**src/hdl/source_text_tokenizer_defines.svh**
```systemverilog
// Assertion macros shared by the tokenizer RTL.
// Uses the clock and reset names of the module that includes it.
`ifndef SOURCE_TEXT_TOKENIZER_DEFINES_SVH
`define SOURCE_TEXT_TOKENIZER_DEFINES_SVH

// condition holds whenever the antecedent holds, same cycle
`define STT_ASSERT_IMP(label, ante, cons) \
   label: assert property (@(posedge clock) disable iff (reset) (ante) |-> (cons)) \
      else $error("tokenizer check failed");

// condition holds in the cycle after the antecedent
`define STT_ASSERT_NXT(label, ante, cons) \
   label: assert property (@(posedge clock) disable iff (reset) (ante) |=> (cons)) \
      else $error("tokenizer check failed");

`endif

```
**src/hdl/stt_pkg.sv**
```systemverilog
// Types, codes and character classes for the source text tokenizer.
// No dependencies.
`default_nettype none

package stt_pkg;

   localparam int TokenLimitDefault = 1024;
   localparam int NameMaxDefault    = 31;
   localparam int NAME_BYTES        = 31;

   // token kinds
   localparam logic [3:0] KIND_EOF    = 4'd0;
   localparam logic [3:0] KIND_IDENT  = 4'd1;
   localparam logic [3:0] KIND_NUMBER = 4'd2;
   localparam logic [3:0] KIND_INT    = 4'd3;
   localparam logic [3:0] KIND_PRINT  = 4'd4;
   localparam logic [3:0] KIND_IF     = 4'd5;
   localparam logic [3:0] KIND_ELSE   = 4'd6;
   localparam logic [3:0] KIND_WHILE  = 4'd7;
   localparam logic [3:0] KIND_SYMBOL = 4'd8;

   localparam logic [7:0] CH_NUL   = 8'h00;
   localparam logic [7:0] CH_TAB   = 8'h09;
   localparam logic [7:0] CH_LF    = 8'h0A;
   localparam logic [7:0] CH_CR    = 8'h0D;
   localparam logic [7:0] CH_SPACE = 8'h20;
   localparam logic [7:0] CH_BANG  = 8'h21;
   localparam logic [7:0] CH_SLASH = 8'h2F;
   localparam logic [7:0] CH_DIG0  = 8'h30;
   localparam logic [7:0] CH_DIG9  = 8'h39;
   localparam logic [7:0] CH_LT    = 8'h3C;
   localparam logic [7:0] CH_EQ    = 8'h3D;
   localparam logic [7:0] CH_GT    = 8'h3E;
   localparam logic [7:0] CH_UP_A  = 8'h41;
   localparam logic [7:0] CH_UP_Z  = 8'h5A;
   localparam logic [7:0] CH_UNDER = 8'h5F;
   localparam logic [7:0] CH_LO_A  = 8'h61;
   localparam logic [7:0] CH_LO_Z  = 8'h7A;

   // keyword text, first character in the most significant byte
   localparam logic [23:0] KW_INT   = "int";
   localparam logic [39:0] KW_PRINT = "print";
   localparam logic [15:0] KW_IF    = "if";
   localparam logic [31:0] KW_ELSE  = "else";
   localparam logic [39:0] KW_WHILE = "while";

   typedef struct packed {
      logic [7:0] source_byte;
      logic       final_byte;
   } req_type;

   typedef struct packed {
      logic [3:0]         token_kind;
      logic signed [31:0] number_value;
      logic [7:0]         symbol_first;
      logic [7:0]         symbol_second;
      logic [4:0]         name_length;
      logic [63:0]        name_chars_a;
      logic [63:0]        name_chars_b;
      logic [63:0]        name_chars_c;
      logic [55:0]        name_chars_d;
      logic               run_end;
   } rsp_type;

   function automatic logic is_word_start(input logic [7:0] c);
      return (c >= CH_LO_A && c <= CH_LO_Z) || (c >= CH_UP_A && c <= CH_UP_Z) ||
             (c == CH_UNDER);
   endfunction

   function automatic logic is_decimal(input logic [7:0] c);
      return c >= CH_DIG0 && c <= CH_DIG9;
   endfunction

   function automatic logic is_space(input logic [7:0] c);
      return c == CH_SPACE || c == CH_TAB || c == CH_CR || c == CH_LF;
   endfunction

   function automatic logic pairs_with_eq(input logic [7:0] c);
      return c == CH_EQ || c == CH_BANG || c == CH_LT || c == CH_GT;
   endfunction

endpackage

`default_nettype wire

```
**src/hdl/source_text_tokenizer.sv**
```systemverilog
// Source text tokenizer: byte-stream lexer for a small C-like language.
// Depends on stt_pkg and source_text_tokenizer_defines.svh.
//
// One source byte is taken per cycle and lexed in a single registered pass;
// its tokens (up to three: a pending token, the byte's own token and EOF)
// are written at once into a four-entry result queue that drains one token
// per cycle while rsp_ready is high. A new byte is accepted whenever the
// queue holds at most one token, so a stream whose bytes yield at most one
// token each runs at one byte per cycle; a byte that yields k tokens sends
// them out one at a time. Identifiers longer than NAME_MAX characters are
// split, numbers wrap modulo 2^32, and once TOKEN_LIMIT-1 tokens are out EOF
// is sent and the rest of the source is dropped up to its zero byte or final
// byte.
`default_nettype none

`include "source_text_tokenizer_defines.svh"

module source_text_tokenizer
   import stt_pkg::*;
#(
   parameter int TOKEN_LIMIT = TokenLimitDefault,
   parameter int NAME_MAX    = NameMaxDefault
) (
   input  wire          clock,
   input  wire          reset,
   input  wire          req_valid,
   output logic         req_ready,
   input  wire req_type req_data,
   output logic         rsp_valid,
   input  wire          rsp_ready,
   output rsp_type      rsp_data
);

   localparam int TALLY_W = $clog2(TOKEN_LIMIT);
   localparam logic [TALLY_W:0] TALLY_LAST = (TALLY_W + 1)'(TOKEN_LIMIT - 1);
   localparam logic [4:0] NAME_LAST = 5'(NAME_MAX);

   localparam logic [2:0] MODE_IDLE    = 3'd0;
   localparam logic [2:0] MODE_COMMENT = 3'd1;
   localparam logic [2:0] MODE_NAME    = 3'd2;
   localparam logic [2:0] MODE_NUMBER  = 3'd3;
   localparam logic [2:0] MODE_HELD    = 3'd4;
   localparam logic [2:0] MODE_DONE    = 3'd5;

   typedef struct packed {
      logic [3:0] kind;
      logic [7:0] s0;
      logic [7:0] s1;
   } tok_type;

   // lexer state
   logic [2:0]         mode_ff, mode_in;
   logic [7:0]         held_ff, held_in;
   logic [4:0]         cnt_ff, cnt_in;
   logic [31:0]        acc_ff, acc_in;
   logic [TALLY_W-1:0] tally_ff, tally_in;
   logic [7:0]         name_ff [NAME_BYTES];

   // result queue
   rsp_type    fifo_ff [4];
   logic [1:0] rd_ptr_ff, rd_ptr_in;
   logic [1:0] wr_ptr_ff, wr_ptr_in;
   logic [2:0] fifo_count_ff, fifo_count_in;

   logic       accept, pop, ends, stop0, stop1;
   logic [7:0] c;
   logic [2:0] lex_mode;
   logic [7:0] lex_held;
   logic [4:0] lex_cnt;
   logic [31:0] lex_acc;
   logic       name_we;
   logic [4:0] name_wa;
   logic [7:0] name_wd;
   tok_type    tok [2];
   logic [1:0] nk;
   logic [1:0] nres;
   logic [TALLY_W:0] sum1, sum2;
   logic [3:0] name_kind;
   logic [8*NAME_BYTES-1:0] name_flat;
   tok_type    res_tok [3];
   rsp_type    res [4];

   assign c      = req_data.source_byte;
   assign ends   = (c == CH_NUL) || req_data.final_byte;
   assign accept = req_valid && req_ready;
   assign pop    = rsp_valid && rsp_ready;

   assign req_ready = fifo_count_ff <= 3'd1;
   assign rsp_valid = fifo_count_ff != 3'd0;
   assign rsp_data  = fifo_ff[rd_ptr_ff];

   // one byte through the lexer; tokens collect in tok[] in emit order
   always_comb begin
      logic fresh;
      fresh    = 1'b0;
      lex_mode = mode_ff;
      lex_held = held_ff;
      lex_cnt  = cnt_ff;
      lex_acc  = acc_ff;
      name_we  = 1'b0;
      name_wa  = 5'd0;
      name_wd  = 8'h00;
      tok[0]   = '0;
      tok[1]   = '0;
      nk       = 2'd0;

      if (mode_ff != MODE_DONE && c != CH_NUL) begin
         fresh = 1'b1;
         if (mode_ff == MODE_COMMENT) begin
            fresh = 1'b0;
            if (c == CH_LF) lex_mode = MODE_IDLE;
         end else if (mode_ff == MODE_HELD) begin
            lex_mode = MODE_IDLE;
            lex_held = 8'h00;
            if (held_ff == CH_SLASH && c == CH_SLASH) begin
               lex_mode = MODE_COMMENT;
               fresh    = 1'b0;
            end else if (pairs_with_eq(held_ff) && c == CH_EQ) begin
               tok[nk[0]] = '{kind: KIND_SYMBOL, s0: held_ff, s1: CH_EQ};
               nk         = nk + 2'd1;
               fresh      = 1'b0;
            end else begin
               tok[nk[0]] = '{kind: KIND_SYMBOL, s0: held_ff, s1: 8'h00};
               nk         = nk + 2'd1;
            end
         end else if (mode_ff == MODE_NAME) begin
            if (is_word_start(c) || is_decimal(c)) begin
               fresh   = 1'b0;
               name_we = 1'b1;
               name_wa = cnt_ff;
               name_wd = c;
               lex_cnt = cnt_ff + 5'd1;
               if (lex_cnt >= NAME_LAST) begin
                  tok[nk[0]] = '{kind: KIND_IDENT, s0: 8'h00, s1: 8'h00};
                  nk         = nk + 2'd1;
                  lex_mode   = MODE_IDLE;
               end
            end else begin
               tok[nk[0]] = '{kind: KIND_IDENT, s0: 8'h00, s1: 8'h00};
               nk         = nk + 2'd1;
               lex_mode   = MODE_IDLE;
            end
         end else if (mode_ff == MODE_NUMBER) begin
            if (is_decimal(c)) begin
               fresh   = 1'b0;
               lex_acc = {acc_ff[28:0], 3'b000} + {acc_ff[30:0], 1'b0} + 32'(c[3:0]);
            end else begin
               tok[nk[0]] = '{kind: KIND_NUMBER, s0: 8'h00, s1: 8'h00};
               nk         = nk + 2'd1;
               lex_mode   = MODE_IDLE;
            end
         end

         if (fresh && !is_space(c)) begin
            if (c == CH_SLASH || pairs_with_eq(c)) begin
               lex_held = c;
               lex_mode = MODE_HELD;
            end else if (is_word_start(c)) begin
               name_we  = 1'b1;
               name_wa  = 5'd0;
               name_wd  = c;
               lex_cnt  = 5'd1;
               lex_mode = MODE_NAME;
               if (lex_cnt >= NAME_LAST) begin
                  tok[nk[0]] = '{kind: KIND_IDENT, s0: 8'h00, s1: 8'h00};
                  nk         = nk + 2'd1;
                  lex_mode   = MODE_IDLE;
               end
            end else if (is_decimal(c)) begin
               lex_acc  = 32'(c[3:0]);
               lex_mode = MODE_NUMBER;
            end else begin
               tok[nk[0]] = '{kind: KIND_SYMBOL, s0: c, s1: 8'h00};
               nk         = nk + 2'd1;
            end
         end
      end

      // end of source flushes whatever is still pending
      if (mode_ff != MODE_DONE && ends) begin
         if (lex_mode == MODE_HELD) begin
            tok[nk[0]] = '{kind: KIND_SYMBOL, s0: lex_held, s1: 8'h00};
            nk         = nk + 2'd1;
         end else if (lex_mode == MODE_NAME) begin
            tok[nk[0]] = '{kind: KIND_IDENT, s0: 8'h00, s1: 8'h00};
            nk         = nk + 2'd1;
         end else if (lex_mode == MODE_NUMBER) begin
            tok[nk[0]] = '{kind: KIND_NUMBER, s0: 8'h00, s1: 8'h00};
            nk         = nk + 2'd1;
         end
      end
   end

   // name text after this byte's append, zero past the length
   always_comb begin
      logic [7:0] view;
      for (int i = 0; i < NAME_BYTES; i++) begin
         view = (name_we && name_wa == 5'(i)) ? name_wd : name_ff[i];
         name_flat[8*i +: 8] = (5'(i) < lex_cnt) ? view : 8'h00;
      end
   end

   always_comb begin
      name_kind = KIND_IDENT;
      if (lex_cnt == 5'd3 && {name_flat[7:0], name_flat[15:8], name_flat[23:16]} == KW_INT)
         name_kind = KIND_INT;
      else if (lex_cnt == 5'd5 && {name_flat[7:0], name_flat[15:8], name_flat[23:16],
                                   name_flat[31:24], name_flat[39:32]} == KW_PRINT)
         name_kind = KIND_PRINT;
      else if (lex_cnt == 5'd2 && {name_flat[7:0], name_flat[15:8]} == KW_IF)
         name_kind = KIND_IF;
      else if (lex_cnt == 5'd4 && {name_flat[7:0], name_flat[15:8], name_flat[23:16],
                                   name_flat[31:24]} == KW_ELSE)
         name_kind = KIND_ELSE;
      else if (lex_cnt == 5'd5 && {name_flat[7:0], name_flat[15:8], name_flat[23:16],
                                   name_flat[31:24], name_flat[39:32]} == KW_WHILE)
         name_kind = KIND_WHILE;
   end

   // token limit cut; an all-zero descriptor is EOF
   always_comb begin
      sum1  = {1'b0, tally_ff} + (TALLY_W + 1)'(1);
      sum2  = {1'b0, tally_ff} + (TALLY_W + 1)'(2);
      stop0 = (nk != 2'd0) && (sum1 >= TALLY_LAST);
      stop1 = (nk == 2'd2) && !stop0 && (sum2 >= TALLY_LAST);
      res_tok[0] = tok[0];
      res_tok[1] = stop0 ? tok_type'('0) : tok[1];
      res_tok[2] = '0;
      if (mode_ff == MODE_DONE)
         nres = 2'd0;
      else if (stop0)
         nres = 2'd2;
      else if (stop1)
         nres = 2'd3;
      else
         nres = nk + {1'b0, ends};
   end

   always_comb begin
      for (int i = 0; i < 3; i++) begin
         res[i]               = '0;
         res[i].token_kind    = res_tok[i].kind;
         res[i].symbol_first  = res_tok[i].s0;
         res[i].symbol_second = res_tok[i].s1;
         if (res_tok[i].kind == KIND_NUMBER)
            res[i].number_value = lex_acc;
         if (res_tok[i].kind == KIND_IDENT) begin
            res[i].token_kind   = name_kind;
            res[i].name_length  = lex_cnt;
            res[i].name_chars_a = name_flat[63:0];
            res[i].name_chars_b = name_flat[127:64];
            res[i].name_chars_c = name_flat[191:128];
            res[i].name_chars_d = name_flat[247:192];
         end
         res[i].run_end = (2'(i) + 2'd1) == nres;
      end
      res[3] = '0;
   end

   // next lexer state
   always_comb begin
      mode_in  = mode_ff;
      held_in  = held_ff;
      cnt_in   = cnt_ff;
      acc_in   = acc_ff;
      tally_in = tally_ff;
      if (accept) begin
         if (ends) begin
            mode_in  = MODE_IDLE;
            held_in  = 8'h00;
            cnt_in   = 5'd0;
            acc_in   = 32'd0;
            tally_in = '0;
         end else if (mode_ff == MODE_DONE) begin
            mode_in = MODE_DONE;
         end else if (stop0 || stop1) begin
            mode_in = MODE_DONE;
         end else begin
            mode_in  = lex_mode;
            held_in  = lex_held;
            cnt_in   = lex_cnt;
            acc_in   = lex_acc;
            tally_in = tally_ff + TALLY_W'(nk);
         end
      end
   end

   always_comb begin
      rd_ptr_in     = rd_ptr_ff + {1'b0, pop};
      wr_ptr_in     = accept ? wr_ptr_ff + nres : wr_ptr_ff;
      fifo_count_in = fifo_count_ff + (accept ? {1'b0, nres} : 3'd0) - {2'b00, pop};
   end

   always_ff @(posedge clock) begin
      if (reset) begin
         mode_ff       <= MODE_IDLE;
         held_ff       <= 8'h00;
         cnt_ff        <= 5'd0;
         acc_ff        <= 32'd0;
         tally_ff      <= '0;
         rd_ptr_ff     <= 2'd0;
         wr_ptr_ff     <= 2'd0;
         fifo_count_ff <= 3'd0;
      end else begin
         mode_ff       <= mode_in;
         held_ff       <= held_in;
         cnt_ff        <= cnt_in;
         acc_ff        <= acc_in;
         tally_ff      <= tally_in;
         rd_ptr_ff     <= rd_ptr_in;
         wr_ptr_ff     <= wr_ptr_in;
         fifo_count_ff <= fifo_count_in;
      end
   end

   always_ff @(posedge clock) begin
      if (accept && name_we) name_ff[name_wa] <= name_wd;
   end

   // a transaction's results land at consecutive slots from the write pointer
   always_ff @(posedge clock) begin
      logic [1:0] offset;
      for (int i = 0; i < 4; i++) begin
         offset = 2'(i) - wr_ptr_ff;
         if (accept && {1'b0, offset} < {1'b0, nres}) fifo_ff[i] <= res[offset];
      end
   end

   `STT_ASSERT_IMP(a_held_nonzero, mode_ff == MODE_HELD, held_ff != 8'h00)
   `STT_ASSERT_IMP(a_name_count_range, mode_ff == MODE_NAME,
                   cnt_ff != 5'd0 && cnt_ff < NAME_LAST)
   `STT_ASSERT_IMP(a_tally_below_limit, mode_ff != MODE_DONE,
                   {1'b0, tally_ff} < TALLY_LAST)
   `STT_ASSERT_NXT(a_end_resets, accept && ends,
                   mode_ff == MODE_IDLE && tally_ff == '0)
   `STT_ASSERT_NXT(a_done_silent, accept && mode_ff == MODE_DONE,
                   fifo_count_ff <= $past(fifo_count_ff))

endmodule

`default_nettype wire

```
**config.mk**
```make
export PLATFORM = sky130hd
export DESIGN_NAME = source_text_tokenizer
export DESIGN_NICKNAME = d
export VERILOG_FILES = /design/src/hdl/stt_pkg.sv /design/src/hdl/source_text_tokenizer.sv
export VERILOG_INCLUDE_DIRS = /design/src /design/src/hdl
export SDC_FILE = /design/constraint.sdc
export NUM_CORES = 2
export LEC_CHECK = 0
export ABC_CLOCK_PERIOD_IN_PS = 34200
export BUFFER_PORTS_ARGS = -buffer_cell sky130_fd_sc_hd__buf_2
export CAP_MARGIN = 20
export CORE_MARGIN = 4
export CORE_UTILIZATION = 40
export CTS_CLUSTER_SIZE = 10
export DETAILED_ROUTE_END_ITERATION = 12
export SYNTH_ARGS = -nofsm -noshare
export SYNTH_HDL_FRONTEND = slang
export SYNTH_SLANG_ARGS = --single-unit
export TNS_END_PERCENT = 20
```
**constraint.sdc**
```tcl
create_clock -name clock -period 34.2 [get_ports clock]
set_clock_uncertainty 0.05 [all_clocks]
set_input_delay 1.71 -clock clock [delete_from_list [all_inputs] [get_ports clock]]
set_output_delay 1.71 -clock clock [all_outputs]
set_load 0.05 [all_outputs]
```
# Word-level counts from Yosys, hierarchy flattened
# Memories as Yosys holds them, arrays and structs flattened. A register that Yosys moved wholly into a read port is not among the register bits.
# Index checks and enable logic that the tools add are counted.
# word_totals
latch_bits	0
ff_bits	65
output_inout_bits	308
mem_bits_rw	1472
mem_count	2
mem_bits_ro	0
# op_classes
n_bitwise	12
reduce_logical	79
n_shift	0
n_addsub	17
mux	229
n_div	0
order_cmp	53
eq_ne	73
multipliers	0
# memory_table
name	depth	word_bits	rd	rd_ports_with_merged_regs	wr	line_no	source
fifo_ff	4	306	1	1	4	source_text_tokenizer.sv:60	rsp_type fifo_ff [4];
name_ff	31	8	31	0	1	source_text_tokenizer.sv:57	logic [7:0] name_ff [NAME_BYTES];
# op_table
operator	n
$bmux 306 s2	4
$mux 306	8
$mux 8	78
$mux 253	2
$mux 32	15
$mux 40	9
$mux 20	9
$mux 5	19
$eq 8x6->1 const B	11
$bwmux 40	2
$eq 40x39->1 const B	2
$and 38x38->38	2
$not 38->38	2
$eq 5x5->1 const B	15
$lt 5x5->1 const A	15
$mux 3	21
$logic_and 1x1->1	56
$demux 20 s1	2
$eq 5x4->1 const B	8
$lt 4x5->1 const A	8
$mux 2	19
$mux 18	2
$add 32x32->32	1
$add 32x4->32	1
59 further kinds	152

# Logic depth before layout (Yosys ltp)
# logic_depth
ltp_word	33
ltp_mapped	29
mapped_depth_nobuf	28

# Worst setup path before layout
# OpenSTA, ideal clock, no wires.
# synth_timing
path_kind	in2reg
from	in req_data[7] (netlist bit)
to	mem fifo_ff[0][0] (netlist bit), enable pin
required_time_ps	32826
slack_ps	6624
arrival_time_ps	26202
setup_ps	1324
cell_stages	22
path_cell_list	buf_2 -> nor3b_1 -> and3_1 -> clkbuf_1 -> nor2_1 -> a221o_1 -> ha_1 -> o31ai_1 -> or2_2 -> clkbuf_1 -> ha_1 -> or3_1 -> o21ai_0 -> a2bb2oi_1 -> and2_1 -> buf_6 -> o32ai_1 -> nor2_1 -> inv_1 -> ha_1 -> nor2b_1 -> nor3_1
# synth_rtl
item	line_no	source
from (decl)	source_text_tokenizer.sv:28	input wire req_type req_data,
to (decl)	source_text_tokenizer.sv:60	

==> results.toml <==
[floorplanning]
fp.dieW_um = 417
rows = 149
ioPinCount = 321
core_area_mm2 = 0.166
dieArea_mm2 = 0.174
die_h_um = 417
initial_core_util_pct = 40.4

[grt]
grt_pass1_wl_mm = 291
grt_max_degree = 142
grt_pass1_vias = 42800
grt_usage_pct = 22.5
overflow = 0
antenna_found_initial = 13

[synth]
synthXorXnorAreaFrac_pct = 0.550
yosys.area.top_type = "edfxtp_1"
synth-compound-area-share_pct = 5.51
avgSynthCellArea_um2 = 13.6
synthTopCellsByArea = "edfxtp_1 (65%), mux4_2 (10%), nor2_1 (7.9%)"
ys_top_cells_by_count = "edfxtp_1 (1444), nor2_1 (1401), nand2_1 (369)"
synth.cell_area_mm2 = 0.0669
synthSimpleGateAreaFrac_pct = 12.5
yosysMostFrequentCell = "edfxtp_1"
ys_ff_latch = 1509
synthDistinctLibCells = 87
ys_warn_count = 0
ys_seq_area_share_pct = 66.8
synthAdderAreaFrac_pct = 1.69
synth_top_family_by_area = "simple AND/OR/NAND/NOR gates"
synth_edf_count = 1444
yosys_most_used_dff = "edfxtp_1"
postSynthCellCount = 4930
netlist.area_leader.share_pct = 64.8
async_flop_share_pct = 0
synth.area.mux_share_pct = 11.0

[pwr]
p_comb_share_pct = 33.6
p_clk_share_pct = 25.8
p_int_w = 0.00404
leakage_nw = 24.1
powerDensity_mw_per_mm2 = 85.6
swShare_pct = 38.1
switching_power_w = 0.00249
seqPwrFrac_pct = 40.6
vdd_drop_max_mv = 0.0849
p_total_w = 0.00653

[timing]
rsz0062_at_grt = "no"
drv_slew = 0
fin_worst_hold_slack_ns = 0.436
period_minus_slack_ns = 10.29
timing.fmax_mhz = 97.2
hold_violations = 0
setup_tns_ns = 0
worst-slew-pin-transition_ns = 1.12
period_share_pct = 30.1
timing.slew.headroom_pct = 25.2
setup_viol = 0

[drt]
routed_wl_mm = 198
post_drt_wl_per_cell_um = 26.2
via_count = 42700
postRouteAntennaNets = 0
firstDrtPassIters = 5
drtIter0Drc = 4392
viasPerCell = 5.65
drc = 0

[worst_hold_path]
min-delay-start = "acc_ff[31]$_SDFFE_PP0P_"
hold_path_depth = 1
min_path_type = "reg2reg"
hold_end = "acc_ff[31]$_SDFFE_PP0P_"

[final_layout]
fill_cells = 14700
nets = 5383
layout-drive-gt1-share_pct = 18.6
area_delta_synth_final_pct = 14.1

[place]
portBuffers = 317
dp_hpwl_mm = 123
gp_congestion = 0.888

[clock_tree]
cts.sinks = 1509
cts_buffers = 174
hold_buffers = 0
path_clk_slew_ns = 0.05
clk_latency_ns = 0.86
cts_max_level = 4
cts_resized = 0
clock-root-buffer = "clkbuf_16"
cts_buffer_depth = 3
cts_tree = "yes"
cts_setup_buffers = 0

[worst_setup_path]
arrival_ns = 10.65
rr_startpoint = "cnt_ff[1]$_SDFFE_PP0P_"
crit_fanout = 65
cp-start-kind = "input pin"
critPathRequiredTime_ns = 34.56
r2r_setup_slack_ns = 24.57
crit_type = "in2reg"
crit_path_end_kind = "register"
r2r_cells = 23
r2r-end = "fifo_ff[0][177]$_SDFFCE_PN0P_"

[flow_run]
cap_violations = 0

[status]
status = "finished clean"
==> power groups by stage <==
stage	Combinational (W)	Clock (W)	Sequential, W
global placement	0.00224	0	0.00267
finish	0.00219	0.00168	0.00265
CTS	0.00223	0.00171	0.00265
global route	0.00228	0.00179	0.00269
detailed placement	0.00223	0	0.00269
floorplan	0.00156	0	0.00289
==> layout make-up <==
class                   instances  area [um^2]  share of cell area, %
diodes                          4         10.0                 0.0131
clock inverters                25          505                  0.663
inverters                      41          159                  0.208
well taps                    2189         2740                   3.59
multi-input cells            3150        21300                   27.9
clock buffers                 220         4570                   5.99
repair buffers                407         2350                   3.08
flip-flops and latches       1509        44700                   58.6
==> worst max-delay path, stage by stage <==
cell and delay, ns:
buf_2 0.41, nor3b_1 0.61, and3_1 0.55, a21oi_2 0.24
nor4_1 0.42, o211ai_1 0.26, a21oi_1 0.53, and2_1 0.21
ha_1 0.22, nand2_1 0.08, a21o_1 0.20, nand3_1 0.17
ha_1 0.29, o32ai_1 0.52, nor2_1 0.12, inv_1 0.18
ha_1 0.26, nor2b_1 0.14, nor3_2 0.13, buf_4 0.62
buf_4 0.78, buf_4 0.87, buf_4 0.89
==> layout by cell type, fill, tap and decap left out, types with 9 or more instances in the layout <==
master,Yosys,final
or3_1,15,15
edfxtp_1,1444,1444
nand3_1,50,49
xor2_1,15,15
ha_1,81,81
dfxtp_1,65,63
mux2i_1,34,34
nand2_1,369,361
o22ai_1,9,9
nor4_1,15,12
nor3_1,58,53
mux4_2,299,299
a21oi_1,205,204
a31oi_1,15,15
inv_1,35,30
and3_1,18,18
clkbuf_16,0,176
a22oi_1,38,38
mux2_2,26,26
a22o_1,15,15
a211oi_1,15,14
nor2b_1,11,11
o21ai_0,123,122
clkbuf_1,194,44
and2_1,25,25
nand4_1,25,25
a21o_1,23,23
o31ai_1,14,13
xnor2_1,27,27
nor2_1,1401,1395
buf_4,7,82
clkinv_16,0,14
nand2b_1,13,13
buf_2,12,317
conb_1,1,34
==> flip-flops by register name (all words and copies together) (netlist names) <==
name	cells
tally_ff	10
name_ff	248
mode_ff	3
rd_ptr_ff	2
fifo_count_ff	3
wr_ptr_ff	2
fifo_ff	1196
held_ff	8
acc_ff	32
cnt_ff	5
==> how the worst max path moves through the flow <==
stage / from / to / slack (ns) / cells after the start
2_1_floorplan: req_data[7] / fifo_ff[0][0]$_DFFE_PP_ / 6.62 / 22
4_1_cts: req_data[6] / fifo_ff[0][177]$_SDFFCE_PN0P_ / 24.07 / 23
3_5_place_dp: req_data[6] / fifo_ff[0][27]$_SDFFCE_PN0P_ / 23.21 / 23
6_report: req_data[6] / fifo_ff[0][177]$_SDFFCE_PN0P_ / 23.91 / 23
3_3_place_gp: req_data[6] / fifo_ff[0][27]$_SDFFCE_PN0P_ / 23.27 / 23
5_1_grt: req_data[6] / fifo_ff[0][177]$_SDFFCE_PN0P_ / 23.23 / 23
==> logic make-up (layout without fill, tap and decap cells) <==
family | count (synthesis) | count (layout)
and+or+nand+nor | 2053 | 2053
DFF | 1509 | 1509
AOI/OAI and AO/OA | 575 | 575
muxes | 359 | 359
buffers and inverters | 304 | 693
adders and majority gates | 87 | 87
xor gates and xnor gates | 42 | 42
other | 1 | 38
==> metal layers <==
metal | up-vias | track usage [%] | wire length [um]
met1 | 21700 | 29.6 | 78600
met4 | 2 | 7.09 | 6430
met5 | - | 0 | 13
met2 | 1668 | 37.9 | 98400
met3 | 319 | 4.24 | 14400
li1 | 19000 | - | -
==> through the flow <==
step / worst slack (ns) / cells / util [%] / area [um^2]
2_1_floorplan: 6.62 / 4963 / - / 67000
3_3_place_gp: 23.27 / 7293 / 43.0 / 71200
3_5_place_dp: 23.21 / 7294 / 43.0 / 71200
4_1_cts: 24.07 / 7539 / 46.1 / 76200
5_1_grt: 23.23 / 7543 / 46.1 / 76300
6_report: 23.91 / 7545 / 46.1 / 76300
Power figures use the tool's default switching activity.
